--- config.mk ---
export PLATFORM = sky130hd
export DESIGN_NAME = salru_ram
export DESIGN_NICKNAME = d
export VERILOG_FILES = /design/src/sv/salru_ram.sv
export SDC_FILE = /design/constraint.sdc
export NUM_CORES = 1
export LEC_CHECK = 0
export ABC_AREA = 1
export ABC_CLOCK_PERIOD_IN_PS = 3470
export BUFFER_PORTS_ARGS = -buffer_cell sky130_fd_sc_hd__buf_2
export CAP_MARGIN = 20
export CORE_MARGIN = 4
export CORE_UTILIZATION = 30
export CTS_CLUSTER_SIZE = 10
export DETAILED_ROUTE_END_ITERATION = 16
export PLACE_DENSITY_LB_ADDON = 0.05
export REMOVE_ABC_BUFFERS = 1
export SLEW_MARGIN = 20
export SYNTH_ARGS = -nofsm -noshare
export SYNTH_HDL_FRONTEND = slang
export SYNTH_SLANG_ARGS = --single-unit
--- constraint.sdc ---
create_clock -name aclk -period 3.47 [get_ports aclk]
set_clock_uncertainty 0.15 [all_clocks]
set_input_delay 0.694 -clock aclk [delete_from_list [all_inputs] [get_ports aclk]]
set_output_delay 0.694 -clock aclk [all_outputs]
set_load 0.01 [all_outputs]
--- src/sv/salru_ram.sv ---
// generic single write port, single read port ram with registered read
// depends on nothing
module salru_ram #(
    parameter int WIDTH = 8,
    parameter int DEPTH = 16
) (
    input  logic                                   aclk,
    input  logic                                   we,
    input  logic [(DEPTH > 1 ? $clog2(DEPTH) : 1)-1:0] waddr,
    input  logic [WIDTH-1:0]                       wdata,
    input  logic                                   re,
    input  logic [(DEPTH > 1 ? $clog2(DEPTH) : 1)-1:0] raddr,
    output logic [WIDTH-1:0]                       rdata
);

    logic [WIDTH-1:0] mem [DEPTH];

    always_ff @(posedge aclk) begin
        if (we) begin
            mem[waddr] <= wdata;
        end
        if (re) begin
            rdata <= mem[raddr];
        end
    end

endmodule

==> key figures <==
Outcome
  • Status: finished, final reports clean

Timing
  • Fmax: ~430 MHz
  • Final setup fails: 0
  • Max-slew violations: 0
  • Slew @ Worst Pin: just under 1 ns
  • Final TNS setup: 0 ns
  • Period Utilization, post-route: between 60% and 70%
  • Minimum clock period: 2.32 ns
  • Final hold violation count: 0
  • RSZ-0062 raised after global routing: false
  • Hold_ws: approximately 0.50 ns
  • Rel. slew slack: a little over a third

Worst hold path
  • Worst hold start: re
  • Hold endpoint: rdata[6]
  • Worst hold path class: input port to flop
  • Hold Path Cell Cnt: 1

Place
  • Final HPWL DP: between 9000 and 10000 µm
  • # port buffers: 26
  • Placed insts: slightly above 800
  • GP Congestion: around 0.78

Floorplan
  • Die area: 21800 µm²
  • Initial core utilization: a little under a third
  • Die width: between 100 and 150 µm
  • I/O pins: 27
  • FP Rows: 50
  • Core area: 19000 µm²
  • Die Y: around 150 µm

Setup path
  • Kind of critical path: input port to flop
  • R2R depth: 6
  • Worst Setup Start Kind: input port
  • CP Max Fanout: 33
  • Reg2reg setup slack: about 2.1 ns
  • CP required: approximately 3.5 ns
  • Critical Path End Type: flop
  • Worst r2r src: mem[1][7]
  • Crit path DAT: about 2.3 ns
  • RR Endpoint: rdata[7]

Yosys
  • Mapped Cells: approximately 550
  • Seq cells post-synth: 136
  • YS warnings: 0
  • Synth cell types: 11
  • Post-synthesis sequential area ratio: roughly 70%
  • Syn Std Cell Area: ~6000 µm²
  • Syn_area_per_cell: approximately 11 µm²

Global route
  • Grt total ovfl: 0
  • Vias in the first global route: 3779
  • Antenna violations before repair: 0
  • All-Layer GR Usage: about 15%
  • Largest net degree at the start of global routing: 46
  • First-pass GRT wire length: around 23000 µm

Run
  • Max Cap Viol: 0

Pwr
  • Leakage power figure: between 2 and 3 nW
  • Pwr Density: about 570 nW/µm²
  • Peak supply drop: about 0.34 mV

Clocking
  • CTS root buffer: clkbuf_16
  • Post-CTS sizing: 0
  • CTS sink count: 136
  • Skew-Pair Late Insertion Delay: approximately 0.42 ns
  • CTS tree: done
  • CTS H-tree depth: 4
  • Post-CTS Setup Repair Bufs: 0
  • CTS clk-pin slew, worst paths: 0.06 ns
  • TritonCTS Buffers: 17
  • Hold buffer count at cts: 0
  • Max Buffers Root-to-Sink: 2

Final layout
  • Ant. Diodes: 0
  • Layout area overhead: 15.6%
  • Layout cells sized above 1: around 10%
  • Final Util: a little over a third
  • Final Non-Filler Cells: 850
  • Fin nets: 597

Route
  • Routed wire length: ~15000 µm
  • DR WL/cell: roughly 18 µm
  • 1st-iter DRT viols: roughly 230
  • Detailed-router iteration count before antenna repair: 4
  • Via-to-Cell Ratio: roughly 4.4
  • Remaining DRCs: 0
  • Final ANT Viol Nets: 0
  • DR vias: 3721
layout by cell type, fill, tap and decap left out:
cell type / Yosys / layout
buf_2: 13 / 26
nand3b_1: 2 / 2
clkbuf_16: 0 / 17
nor2_1: 17 / 17
inv_1: 100 / 100
clkinv_2: 0 / 3
clkinv_1: 0 / 3
bufinv_16: 0 / 3
buf_4: 4 / 5
clkbuf_1: 0 / 3
buf_12: 0 / 1
nand2_1: 173 / 173
nand3_1: 97 / 97
inv_2: 2 / 2
clkinvlp_4: 0 / 2
edfxtp_1: 136 / 136
where the power goes:
group	total [mW]	internal (mW)	switching, mW
combinational	0.226	0.0592	0.166
clock	1.76	1.11	0.650
sequential	1.86	1.85	0.0105
total	3.85	3.02	0.827
cells by family (layout without fill, tap and decap cells):
family	count (synthesis)	in the layout	synth area share [%]
AND/OR/NAND/NOR	289	289	20.8
buffers and inverters	126	165	9.39
flip-flops	136	136	69.8
how the worst max path moves through the flow:
stage / cells after the start / start / end
after detailed placement: 6 / raddr[1] / rdata[6]
final: 6 / raddr[1] / rdata[7]
after CTS: 6 / raddr[1] / rdata[6]
after global placement: 6 / raddr[1] / rdata[4]
after global routing: 6 / raddr[1] / rdata[7]
after floorplan: 6 / raddr[0] / rdata[2]
flip-flops by register name, summed over array words and instances, names as in the netlist:
register  flops
mem         128
rdata         8
metal layers:
layer,vias to the layer above,GRT usage [%],share of wire (%)
li1,1834,-,-
met1,1787,20.6,48
met2,85,22.9,46
met3,15,3.53,5.1
met4,0,4.24,1.2
met5,-,0,0
stage by stage:
stage	setup slack, ns	power (mW)	instance area, µm²
global placement	0.702	2.13	6190
finish	1.15	3.85	6760
global route	0.995	4.00	6760
CTS	1.12	3.90	6760
detailed placement	0.649	2.13	6190
floorplan	1.51	2.00	5680
critical path, cell delays in order:
cell and delay, ns:
buf_2 0.54, inv_2 0.47, nand3_1 0.21, nand3_1 0.14, nand3_1 0.17, nand2_1 0.08
cell usage after synthesis:
| cell | instances | area, µm² |
|---|---|---|
| buf_1 | 1 | 3.75 |
| buf_2 | 13 | 65.1 |
| buf_4 | 4 | 30.0 |
| buf_6 | 6 | 67.6 |
| edfxtp_1 | 136 | 4080 |
| inv_1 | 100 | 375 |
| inv_2 | 2 | 7.51 |
| nand2_1 | 173 | 649 |
| nand3_1 | 97 | 485 |
| nand3b_1 | 2 | 15.0 |
| nor2_1 | 17 | 63.8 |
area by class of cell:
type                            count  area [µm²]
Multi-Input combinational cell    289        1210
Clock buffer                       20         437
Sequential cell                   136        4080
Clock inverter                     11         131
Inverter                          102         383
Fill cell                        1940       12200
Timing Repair Buffer               32         188
Tap cell                          260         325
Note: power is estimated with default switching activity, not from simulation.
