**config.mk**
```make
export PLATFORM = sky130hd
export DESIGN_NAME = salru_lookup
export DESIGN_NICKNAME = d
export VERILOG_FILES = /design/src/sv/salru_pkg.sv /design/src/sv/salru_lookup.sv
export SDC_FILE = /design/constraint.sdc
export NUM_CORES = 1
export LEC_CHECK = 0
export BUFFER_PORTS_ARGS = -buffer_cell sky130_fd_sc_hd__buf_2
export CORE_AREA = 2 2 238 240
export DETAILED_ROUTE_END_ITERATION = 6
export DIE_AREA = 0 0 240 242
export MAX_ROUTING_LAYER = met4
export PLACE_DENSITY = 0.43
export SLEW_MARGIN = 20
export SYNTH_ARGS = -nofsm -noshare
export SYNTH_HDL_FRONTEND = slang
export SYNTH_SLANG_ARGS = --single-unit
```
**constraint.sdc**
```tcl
create_clock -name vclk -period 7.3
set_input_delay 0.73 -clock vclk [all_inputs]
set_output_delay 0.73 -clock vclk [all_outputs]
set_load 0.005 [all_outputs]
```
**src/sv/salru_pkg.sv**
```systemverilog
// shared types and constants for the set-associative lru cache model
// fsm states, access and register codes, lookup status, saturating increment
// no dependencies
package salru_pkg;

    typedef enum logic [1:0] {
        ST_CLEAR,
        ST_IDLE,
        ST_READ,
        ST_LOOK
    } state_t;

    localparam logic [1:0] MODE_LOAD   = 2'd0;
    localparam logic [1:0] MODE_STORE  = 2'd1;
    localparam logic [1:0] MODE_MODIFY = 2'd2;

    localparam logic [1:0] CFG_SET_BITS   = 2'd0;
    localparam logic [1:0] CFG_BLOCK_BITS = 2'd1;
    localparam logic [1:0] CFG_WAYS       = 2'd2;

    localparam int CNT_W       = 32;
    localparam int CFG_W       = 6;
    localparam int OUT_TDATA_W = 104;

    typedef struct packed {
        logic hit;
        logic evicted;
    } look_stat_t;

    function automatic logic [CNT_W-1:0] sat_inc(input logic [CNT_W-1:0] v);
        return (&v) ? v : v + 1'b1;
    endfunction

endpackage

```
**src/sv/salru_lookup.sv**
```systemverilog
// one lookup on a whole set row: hit search, fill or lru victim, recency update
// depends on salru_pkg
module salru_lookup #(
    parameter int WAYS   = 4,
    parameter int TAG_W  = 64,
    parameter int RANK_W = 2
) (
    input  logic [WAYS*(TAG_W+RANK_W+1)-1:0] row_in,
    input  logic [TAG_W-1:0]                 tag,
    input  logic [WAYS-1:0]                  way_en,
    output logic [WAYS*(TAG_W+RANK_W+1)-1:0] row_out,
    output salru_pkg::look_stat_t            stat
);
    import salru_pkg::*;

    localparam int WAY_W = TAG_W + RANK_W + 1;
    localparam int IDX_W = WAYS > 1 ? $clog2(WAYS) : 1;

    logic [WAYS-1:0]   valid;
    logic [RANK_W-1:0] rank [WAYS];
    logic [TAG_W-1:0]  tags [WAYS];

    logic              hit;
    logic              has_inv;
    logic [IDX_W-1:0]  hit_way;
    logic [IDX_W-1:0]  inv_way;
    logic [IDX_W-1:0]  victim;
    logic [RANK_W-1:0] best;
    logic [IDX_W-1:0]  target;
    logic [RANK_W-1:0] old_rank;
    logic              age_all;

    always_comb begin
        for (int w = 0; w < WAYS; w++) begin
            tags[w]  = row_in[w*WAY_W +: TAG_W];
            rank[w]  = row_in[w*WAY_W + TAG_W +: RANK_W];
            valid[w] = row_in[w*WAY_W + TAG_W + RANK_W];
        end
    end

    always_comb begin
        hit     = 1'b0;
        hit_way = '0;
        has_inv = 1'b0;
        inv_way = '0;
        victim  = '0;
        best    = rank[0];
        for (int w = 0; w < WAYS; w++) begin
            if (!hit && way_en[w] && valid[w] && tags[w] == tag) begin
                hit     = 1'b1;
                hit_way = IDX_W'(w);
            end
            if (!has_inv && way_en[w] && !valid[w]) begin
                has_inv = 1'b1;
                inv_way = IDX_W'(w);
            end
        end
        for (int w = 1; w < WAYS; w++) begin
            if (way_en[w] && rank[w] > best) begin
                best   = rank[w];
                victim = IDX_W'(w);
            end
        end

        // fill ages every enabled valid line, hit and evict age only younger enabled lines
        age_all = !hit && has_inv;
        if (hit) begin
            target   = hit_way;
            old_rank = rank[hit_way];
        end else if (has_inv) begin
            target   = inv_way;
            old_rank = '0;
        end else begin
            target   = victim;
            old_rank = best;
        end

        row_out = row_in;
        for (int w = 0; w < WAYS; w++) begin
            if (IDX_W'(w) == target) begin
                row_out[w*WAY_W +: TAG_W]            = tag;
                row_out[w*WAY_W + TAG_W +: RANK_W]   = '0;
                row_out[w*WAY_W + TAG_W + RANK_W]    = 1'b1;
            end else if (way_en[w] && valid[w] && (age_all || rank[w] < old_rank)
                         && rank[w] < RANK_W'(WAYS - 1)) begin
                row_out[w*WAY_W + TAG_W +: RANK_W]   = rank[w] + 1'b1;
            end
        end

        stat.hit     = hit;
        stat.evicted = !hit && !has_inv;
    end

endmodule

```
==> flow_metrics.py, run 1 <==
metrics = {
    "outcome": {
        "status": "completed",
    },
    "critical_path": {
        "worstPathCellList": "buf_2, inv_1, ha_1, nor2b_1, o211ai_1, mux2i_1, ha_1, nor2b_1, o211ai_1, o21ai_0, ha_1, nor2b_1, o211ai_1, a311oi_1, o21ai_0, nand2_1, a21oi_4, buf_12, nand2_1, nand2_1, buf_2",
        "required_ns": 6.57,
        "worstPathMaxFanout": 39,
        "critical-path-max-stage-delay_ns": 0.72,
        "critPathCaptureType": "output pin",
        "cp.buffers_inverters": 4,
        "crit_family": "compound AO/OA/AOI/OAI gates",
        "cp-start-kind": "input port",
        "criticalPathCategory": "in2out",
        "arrival_ns": 5.87,
        "crit_path_top_delay_cell": "a21oi_4",
    },
    "logic_synthesis": {
        "yosys.area.top_type_share_pct": 22.3,
        "syn_avg_cell_area_um2": 6.80,
        "synth_top_cell_by_area": "mux2_2",
        "ys_types": 59,
        "synth_seq_area_share_pct": 0,
        "synth_area_um2": 7580,
        "synthTopCellsByArea": "mux2_2 (22%), xnor2_1 (14%), nand2_1 (11%), xor2_1 (9.0%), o21ai_0 (4.3%)",
        "yosysWarnings": 0,
        "syn_inst": 1115,
        "syn_nets": 1465,
    },
    "floorplan": {
        "io_pins": 606,
        "dieArea_um2": 58100,
        "fp.dieH_um": 242,
        "fp-row-count": 87,
        "dieWidth_um": 240,
        "coreArea_um2": 55700,
        "start_util_pct": 13.6,
    },
    "timing": {
        "relSlewSlack_pct": 35.7,
        "finalCriticalPeriod_ns": 6.60,
        "setup-tns-final_ns": 0,
        "hold_viol": 0,
        "worst-slew-pin-transition_ns": 0.957,
        "holdWs_ns": 1.75,
        "max_freq_mhz": 151,
        "rsz0062_at_grt": "false",
        "slew_violations": 0,
        "fin_crit_sh_pct": 90.4,
        "finalSetupViolCount": 0,
    },
    "route": {
        "via_count": 10714,
        "dr_wl_met2_um": 36100,
        "dr.pass1.iters": 5,
        "ant_nets": 0,
        "route.layer.met1.wl_um": 30000,
        "maxUsedRoutingLayer": "met4",
        "drc": 0,
        "dr_wl_met3_um": 3850,
        "wirelength_um": 70900,
        "via_per_inst": 4.43,
        "wl_per_cell_um": 29.3,
        "first_iter_violations": 635,
    },
    "global_routing": {
        "grt_pass1_wl_um": 92500,
        "grt-ovfl-total": 0,
        "grt_pass1_vias": 10759,
        "track_usage_pct": 23.8,
        "grt_antenna_before_repair": 17,
        "grt_max_degree": 79,
    },
    "finish": {
        "regArea_um2": 0,
        "final_common_cell": "buf_2",
        "final.fill_count": 6469,
        "area_growth_pct": 50.5,
        "post-route-util_pct": 20.5,
        "final_cell_mix": "buf_2 (606), nand2_1 (213), mux2_2 (150)",
        "seq_cells": 0,
        "clockBufferCount": 0,
        "nets": 2001,
        "drive_gt1_share_pct": 49.1,
    },
    "min_path": {
        "hp-class": "in2out",
        "min_path_cells": 4,
        "min-delay-start": "row_in[46]",
        "whs_endpoint": "row_out[46]",
    },
    "placement": {
        "hpwl_um": 61300,
        "portBuffers": 606,
        "place_congestion": 0.873,
    },
    "power": {
        "ir_drop_v": 0.0000369,
        "power.total_w": 0.00117,
        "powerDensity_nw_per_um2": 102,
        "p_leak_nw": 5.33,
    },
    "clock_tree": {
        "cts_resized": 0,
        "postCtsSetupBuffers": 0,
        "hold_buffers": 0,
    },
    "run": {
        "drv_cap": 0,
    },
}
## worst max path at each step
stage                           from  slack, ns            to  depth (start not counted)
final                     row_in[65]       0.70   row_out[39]                         21
after global routing      row_in[65]       0.22   row_out[28]                         21
after CTS                 row_in[65]       0.62   row_out[39]                         21
after detailed placement  row_in[65]       0.65   row_out[28]                         21
after global placement    row_in[65]       0.55   row_out[28]                         21
after floorplan           row_in[65]       1.82  row_out[199]                         20
## metal layers
layer  up-vias  track usage [%]
met2       555             43.0
li1       4952                -
met4         0             2.63
met1      5156             29.1
met3        51             2.68
met5         -                -
## synthesized netlist by cell type, drive strengths merged (4+ instances only)
master / number
nand2: 213
mux2: 158
xnor2: 117
xor2: 78
o21ai: 67
clkbuf: 56
inv: 56
buf: 46
nand4: 45
nor2b: 43
nor4: 43
nand2b: 28
nor2: 28
nand3: 16
ha: 14
o22ai: 13
a2111oi: 11
nor3: 11
a21oi: 7
o2111ai: 7
o211ai: 7
a211oi: 5
a221oi: 4
mux2i: 4
o21a: 4
or4: 4
## report_power, final
part	switching, W	internal, W	total, W
sequential	0	0	0
clock	0	0.000000000183	0.000000000183
combinational	0.000679	0.000488	0.00117
total	0.000679	0.000488	0.00117
## metrics by stage
| stage | std cells | instance area (um2) | setup WS (ns) |
|---|---|---|---|
| final | 2417 | 11400 | 0.698 |
| after global routing | 2414 | 11400 | 0.218 |
| after CTS | 2405 | 11400 | 0.623 |
| after detailed placement | 2405 | 11400 | 0.645 |
| after global placement | 2405 | 11400 | 0.549 |
| after floorplan | 1115 | 7580 | 1.82 |
## kinds of logic after synthesis
family / share of synthesized area [%]
XOR/XNOR: 22.5
AO/OA/AOI/OAI: 12.0
buffers and inverters: 9.54
AND/OR/NAND/NOR: 29.2
multiplexers: 24.4
adder cells (fa/ha/maj): 2.31
## area by class of cell
cell class                 instances  area [um2]  share of cell area, %
tap                              756         946                   8.30
multi-input combinational        957        6900                   60.5
antenna                           12        30.0                  0.263
timing repair buffer             636        3320                   29.1
inverter                          56         210                   1.84
(Power assumes the default switching activity.)
==> inputs of run 2 (changes only) <==
--- a/config.mk
+++ b/config.mk
@@ -7,9 +7,11 @@
 export LEC_CHECK = 0
 export BUFFER_PORTS_ARGS = -buffer_cell sky130_fd_sc_hd__buf_2
-export CORE_AREA = 2 2 238 240
+export CELL_PAD_IN_SITES_DETAIL_PLACEMENT = 1
+export CELL_PAD_IN_SITES_GLOBAL_PLACEMENT = 1
+export CORE_AREA = 2 2 234 236
 export DETAILED_ROUTE_END_ITERATION = 6
-export DIE_AREA = 0 0 240 242
+export DIE_AREA = 0 0 236 238
 export MAX_ROUTING_LAYER = met4
-export PLACE_DENSITY = 0.43
+export PLACE_DENSITY = 0.58
 export SLEW_MARGIN = 20
 export SYNTH_ARGS = -nofsm -noshare
==> constraint.sdc (replaced) <==
create_clock -name vclk -period 7.3
set_input_delay 1.095 -clock vclk [all_inputs]
set_output_delay 1.095 -clock vclk [all_outputs]
set_load 0.005 [all_outputs]
==> run 2 against run 1 <==
  * Cell area rose by 2.5%
  * Combinational power rose by 6%
  * Power grew 5.9%
  * Global-route usage up 1.6 points
  * Utilization is 1.4 points higher
  * Critical endpoint is now row_out[176]
  * Sequential share of layout area did not move
  * Via count rose by 2.6%
  * Setup slack got worse by 0.40 ns
  * Wire length rose by 3.8%
  * Largest cell class unchanged
  * Hold slack better by 0.73 ns
  * Cell count shrank 0.79%
  * Critical path depth rose by 3
==> flow_metrics.py, run 2 (same netlist as run 1, synthesis figures left out) <==
metrics = {
    "critical_path": {
        "arrival_ns": 5.91,
        "critPathCaptureType": "output pin",
        "path_depth": 24,
        "required_ns": 6.20,
        "cp-start-kind": "input port",
        "crit_family": "multiplexers",
        "worstPathMaxFanout": 15,
        "worstPathCellList": "buf_2, inv_1, ha_1, nor2b_1, o211ai_1, mux2i_1, ha_1, nor2b_1, o211ai_1, buf_4, mux2_2, ha_1, nand2_1, o211ai_1, buf_4, nand3_1, nand2_1, and3b_4, nor2_4, a21boi_4, buf_4, buf_6, mux2_2, buf_2",
        "cp.buffers_inverters": 7,
        "crit_start": "row_in[65]",
        "crit_path_top_delay_cell": "mux2_2",
        "criticalPathCategory": "in2out",
        "critical-path-max-stage-delay_ns": 0.41,
    },
    "timing": {
        "fin_crit_sh_pct": 95.9,
        "relSlewSlack_pct": 48.1,
        "setup_ws_ns": 0.299,
        "slew_violations": 0,
        "worst-slew-pin-transition_ns": 0.776,
        "max_freq_mhz": 143,
        "hold_viol": 0,
        "finalSetupViolCount": 0,
        "finalCriticalPeriod_ns": 7.00,
    },
    "floorplan": {
        "start_util_pct": 14.2,
        "dieWidth_um": 236,
        "dieArea_um2": 56200,
        "fp-row-count": 85,
        "coreArea_um2": 53500,
        "fp.dieH_um": 238,
        "io_pins": 606,
    },
    "route": {
        "drc": 0,
        "ant_nets": 0,
        "via_per_inst": 4.58,
        "dr.pass1.iters": 4,
        "via_count": 10992,
        "wirelength_um": 73600,
        "wl_per_cell_um": 30.7,
        "first_iter_violations": 521,
    },
    "power": {
        "powerDensity_nw_per_um2": 106,
        "p_leak_nw": 5.53,
        "ir_drop_v": 0.0000554,
    },
    "placement": {
        "hpwl_um": 64200,
        "portBuffers": 606,
        "dp_slack_ns": 0.159,
        "place_congestion": 0.896,
    },
    "finish": {
        "final_common_cell": "buf_2",
        "area_growth_pct": 54.2,
        "seq_cells": 0,
        "multi_input_area_um2": 6910,
        "drive_gt1_share_pct": 50.4,
        "final_cell_mix": "buf_2 (606), nand2_1 (212), mux2_2 (150)",
        "final.fill_count": 6796,
        "nets": 2038,
        "regArea_um2": 0,
        "post-route-util_pct": 21.8,
        "clockBufferCount": 0,
    },
    "global_routing": {
        "track_usage_pct": 25.4,
        "grt_pass1_vias": 11240,
        "grt_max_degree": 61,
        "grt_antenna_before_repair": 17,
        "grt_pass1_wl_um": 95900,
        "grt-ovfl-total": 0,
    },
    "run": {
        "drv_cap": 0,
    },
    "clock_tree": {
        "hold_buffers": 0,
    },
    "min_path": {
        "min-delay-start": "row_in[66]",
        "min_path_cells": 3,
        "hp-class": "in2out",
        "whs_endpoint": "row_out[66]",
    },
    "outcome": {
        "status": "completed",
    },
}
-- run 2: cell count changes in the layout (fill, tap and decap cells not counted), sizes merged --
cell	change
diode	+4
buf	+35
a21o	+1
clkbuf	+1
-- run 2: layout make-up --
| cell class | instances | share of cell area (%) |
|---|---|---|
| Multi-Input combinational cell | 958 | 59.2 |
| Timing Repair Buffer | 672 | 31.2 |
| Tap cell | 696 | 7.45 |
| Inverter | 56 | 1.80 |
| Antenna cell | 16 | 0.343 |
-- run 2: per-layer routing --
layer | vias up | track usage, % | wire length (um)
met5 | - | - | 0
met4 | 0 | 4.25 | 1430
met3 | 46 | 2.31 | 3280
met2 | 471 | 45.1 | 37200
met1 | 5452 | 31.5 | 31700
li1 | 5023 | - | -
-- run 2: repair_timing --
action,4_1_cts,5_1_grt
resized for setup,0,3
setup endpoints to repair,0,169
setup buffers,0,10
-- run 2: power breakdown --
group | switching [W] | internal (W)
clock | 0 | 0.0000000000831
sequential | 0 | 0
combinational | 0.000714 | 0.000522
total | 0.000714 | 0.000522
-- run 2: through the flow --
stage | instances | TNS, ns | hold WS (ns) | power (W) | cell area (um2)
3_3_place_gp | 2370 | 0 | 2.47 | 0.00121 | 11500
2_1_floorplan | 1115 | 0 | 2.25 | 0.000572 | 7580
5_1_grt | 2393 | -0.0140 | 2.49 | 0.00132 | 11700
6_report | 2398 | 0 | 2.48 | 0.00124 | 11700
3_5_place_dp | 2370 | 0 | 2.48 | 0.00122 | 11500
4_1_cts | 2370 | 0 | 2.48 | 0.00122 | 11500
-- run 2: worst max path at each step --
stage	endpoint	slack, ns
after floorplan	row_out[199]	1.09
after global placement	row_out[223]	0.20
after detailed placement	row_out[219]	0.16
after CTS	row_out[219]	0.12
after global routing	row_out[64]	-0.01
final	row_out[176]	0.30
==> inputs of run 3 (changes only) <==
ABC_AREA = 1   (was not set)
CORE_AREA = 2 2 237 239   (was 2 2 234 236)
DIE_AREA = 0 0 239 241   (was 0 0 236 238)
PLACE_DENSITY = 0.62   (was 0.58)
==> run 3 against run 2 <==
  * Die area increased by 2.5%
  * Maximum frequency is 2.2% higher
  * Largest power group unchanged
  * Power decreased by 1.4%
  * Cell count increased by 24%
  * Critical path depth rose by 1
  * Largest cell class unchanged
  * Via count rose by 22%
  * Hold slack gained 0.012 ns
  * First-iteration DRC count is 54% higher
  * Synthesized cell count increased by 53%
  * Cell area shrank 1.8%
==> flow_metrics.py, run 3 <==
metrics = {
    "outcome": {
        "status": "completed",
    },
    "finish": {
        "regArea_um2": 0,
        "nets": 2609,
        "clockBufferCount": 0,
        "final_cell_mix": "nand2_1 (731), buf_2 (606), o21ai_0 (255)",
        "final_common_cell": "nand2_1",
        "final.fill_count": 7544,
        "drive_gt1_share_pct": 30.2,
        "seq_cells": 0,
        "area_growth_pct": 45.8,
        "stdcell_count": 2971,
    },
    "critical_path": {
        "criticalPathCategory": "in2out",
        "arrival_ns": 5.76,
        "worstPathMaxFanout": 41,
        "crit_path_end": "row_out[132]",
        "path_depth": 25,
        "crit_family": "compound AO/OA/AOI/OAI gates",
        "crit_path_top_delay_cell": "o211ai_1",
        "crit_start": "row_in[65]",
        "cp-start-kind": "input port",
        "critical-path-max-stage-delay_ns": 0.43,
        "required_ns": 6.20,
        "cp.buffers_inverters": 7,
        "critPathCaptureType": "output pin",
    },
    "logic_synthesis": {
        "yosysWarnings": 0,
        "yosys.area.top_type_share_pct": 34.9,
        "synth_area_um2": 7870,
        "syn_avg_cell_area_um2": 4.60,
        "synth_top_cell_by_area": "nand2_1",
        "synth.most_common_cell": "nand2_1",
        "ys_types": 36,
        "syn_nets": 2060,
        "synth_common_cells": "nand2_1 (731), o21ai_0 (255), inv_1 (200), nor2_1 (153), o21ai_1 (62)",
        "synthTopCellsByArea": "nand2_1 (35%), o21ai_0 (16%), inv_1 (9.5%), nor2_1 (7.3%), xnor2_1 (5.3%)",
        "synth_seq_area_share_pct": 0,
        "syn_inst": 1710,
    },
    "power": {
        "ir_drop_v": 0.0000559,
        "pwr-share-comb_pct": 100.0,
        "p_leak_nw": 6.68,
        "swShare_pct": 65.6,
        "p_int_w": 0.000419,
        "seqPwrFrac_pct": 0,
        "clockPowerShare_pct": 0,
        "powerDensity_nw_per_um2": 106,
        "p_sw_w": 0.000800,
    },
    "floorplan": {
        "dieWidth_um": 239,
        "start_util_pct": 14.3,
        "coreArea_um2": 54900,
        "fp-row-count": 86,
        "dieArea_um2": 57600,
        "io_pins": 606,
        "fp.dieH_um": 241,
    },
    "route": {
        "ant_nets": 0,
        "dr.pass1.iters": 5,
        "drc": 0,
        "first_iter_violations": 804,
        "wirelength_um": 77700,
        "via_count": 13360,
        "wl_per_cell_um": 26.2,
        "via_per_inst": 4.50,
    },
    "timing": {
        "finalSetupViolCount": 0,
        "holdWs_ns": 2.49,
        "setup_ws_ns": 0.447,
        "max_freq_mhz": 146,
        "hold_viol": 0,
        "worst-slew-pin-transition_ns": 0.949,
        "rsz0062_at_grt": "false",
        "setup-tns-final_ns": 0,
        "slew_violations": 0,
        "finalCriticalPeriod_ns": 6.85,
        "relSlewSlack_pct": 36.7,
        "fin_crit_sh_pct": 93.9,
    },
    "placement": {
        "portBuffers": 606,
        "hpwl_um": 68600,
        "placedCellCount": 2961,
        "place_congestion": 0.955,
        "dp_slack_ns": 0.482,
    },
    "clock_tree": {
        "postCtsSetupBuffers": 0,
        "hold_buffers": 0,
        "cts_resized": 0,
    },
    "global_routing": {
        "grt_max_degree": 92,
        "grt_pass1_wl_um": 101000,
        "track_usage_pct": 26.4,
        "grt-ovfl-total": 0,
        "grt_pass1_vias": 12809,
        "grt_antenna_before_repair": 11,
    },
    "min_path": {
        "hp-class": "in2out",
    },
    "run": {
        "drv_cap": 0,
    },
}
## run 3: cell types whose count changed after synthesis, sizes merged, moves of 42 or more
cell	before	now
clkbuf	56	14
xor2	78	15
inv	56	234
nor2	28	156
nor2b	43	0
xnor2	117	48
nor4	43	0
mux2	158	0
o21ai	67	333
nand2	213	736
## run 3: layer usage
layer | global-route usage [%] | vias to the layer above | share of wire (%)
li1 | - | 6461 | -
met1 | 33.0 | 6330 | 44
met2 | 46.5 | 528 | 49
met3 | 2.89 | 41 | 5.4
met4 | 3.92 | 0 | 1.7
met5 | - | - | 0
## run 3: worst min-delay path by stage
stage / slack, ns / cells past startpoint / start / end
floorplan: 2.28 / 2 / row_in[200] / row_out[200]
global placement: 2.48 / 4 / row_in[66] / row_out[66]
detailed placement: 2.49 / 4 / row_in[66] / row_out[66]
CTS: 2.49 / 4 / row_in[66] / row_out[66]
global route: 2.51 / 4 / row_in[83] / row_out[83]
finish: 2.49 / 4 / row_in[66] / row_out[66]
## run 3: area by class of cell
type                            instances  area (um2)  area share (%)
Tap cell                              704         881            7.68
Antenna cell                           10        25.0           0.218
Multi-Input combinational cell       1405        6490            56.6
Timing Repair Buffer                  618        3190            27.8
Inverter                              234         883            7.70
## run 3: power by group through the flow
stage | clock network (W) | logic, W | registers [W]
after floorplan | 0 | 0.000570 | 0
after global placement | 0 | 0.00122 | 0
after detailed placement | 0 | 0.00123 | 0
after CTS | 0 | 0.00123 | 0
after global routing | 0.000000000110 | 0.00133 | 0
final | 0.0000000000595 | 0.00122 | 0
## run 3: cells by family after synthesis
kind of cell,after synthesis,synth area share [%]
and+or+nand+nor,950,47.7
buffers and inverters,305,17.5
AOI/OAI and AO/OA,378,25.6
adders and majority gates,14,2.23
xor gates and xnor gates,63,7.01
## run 3: worst min-delay path, stage by stage
cell	delay, ns
buf_2	0.09
inv_1	0.05
nand2_1	0.05
buf_2	0.11
## run 3: per-stage QoR
step                      total power, W  instance area (um2)  utilization, %
after floorplan                 0.000570                 7870               -
after global placement           0.00122                11400            20.9
after detailed placement         0.00123                11400            20.9
after CTS                        0.00123                11400            20.9
after global routing             0.00133                11500            20.9
final                            0.00122                11500            20.9
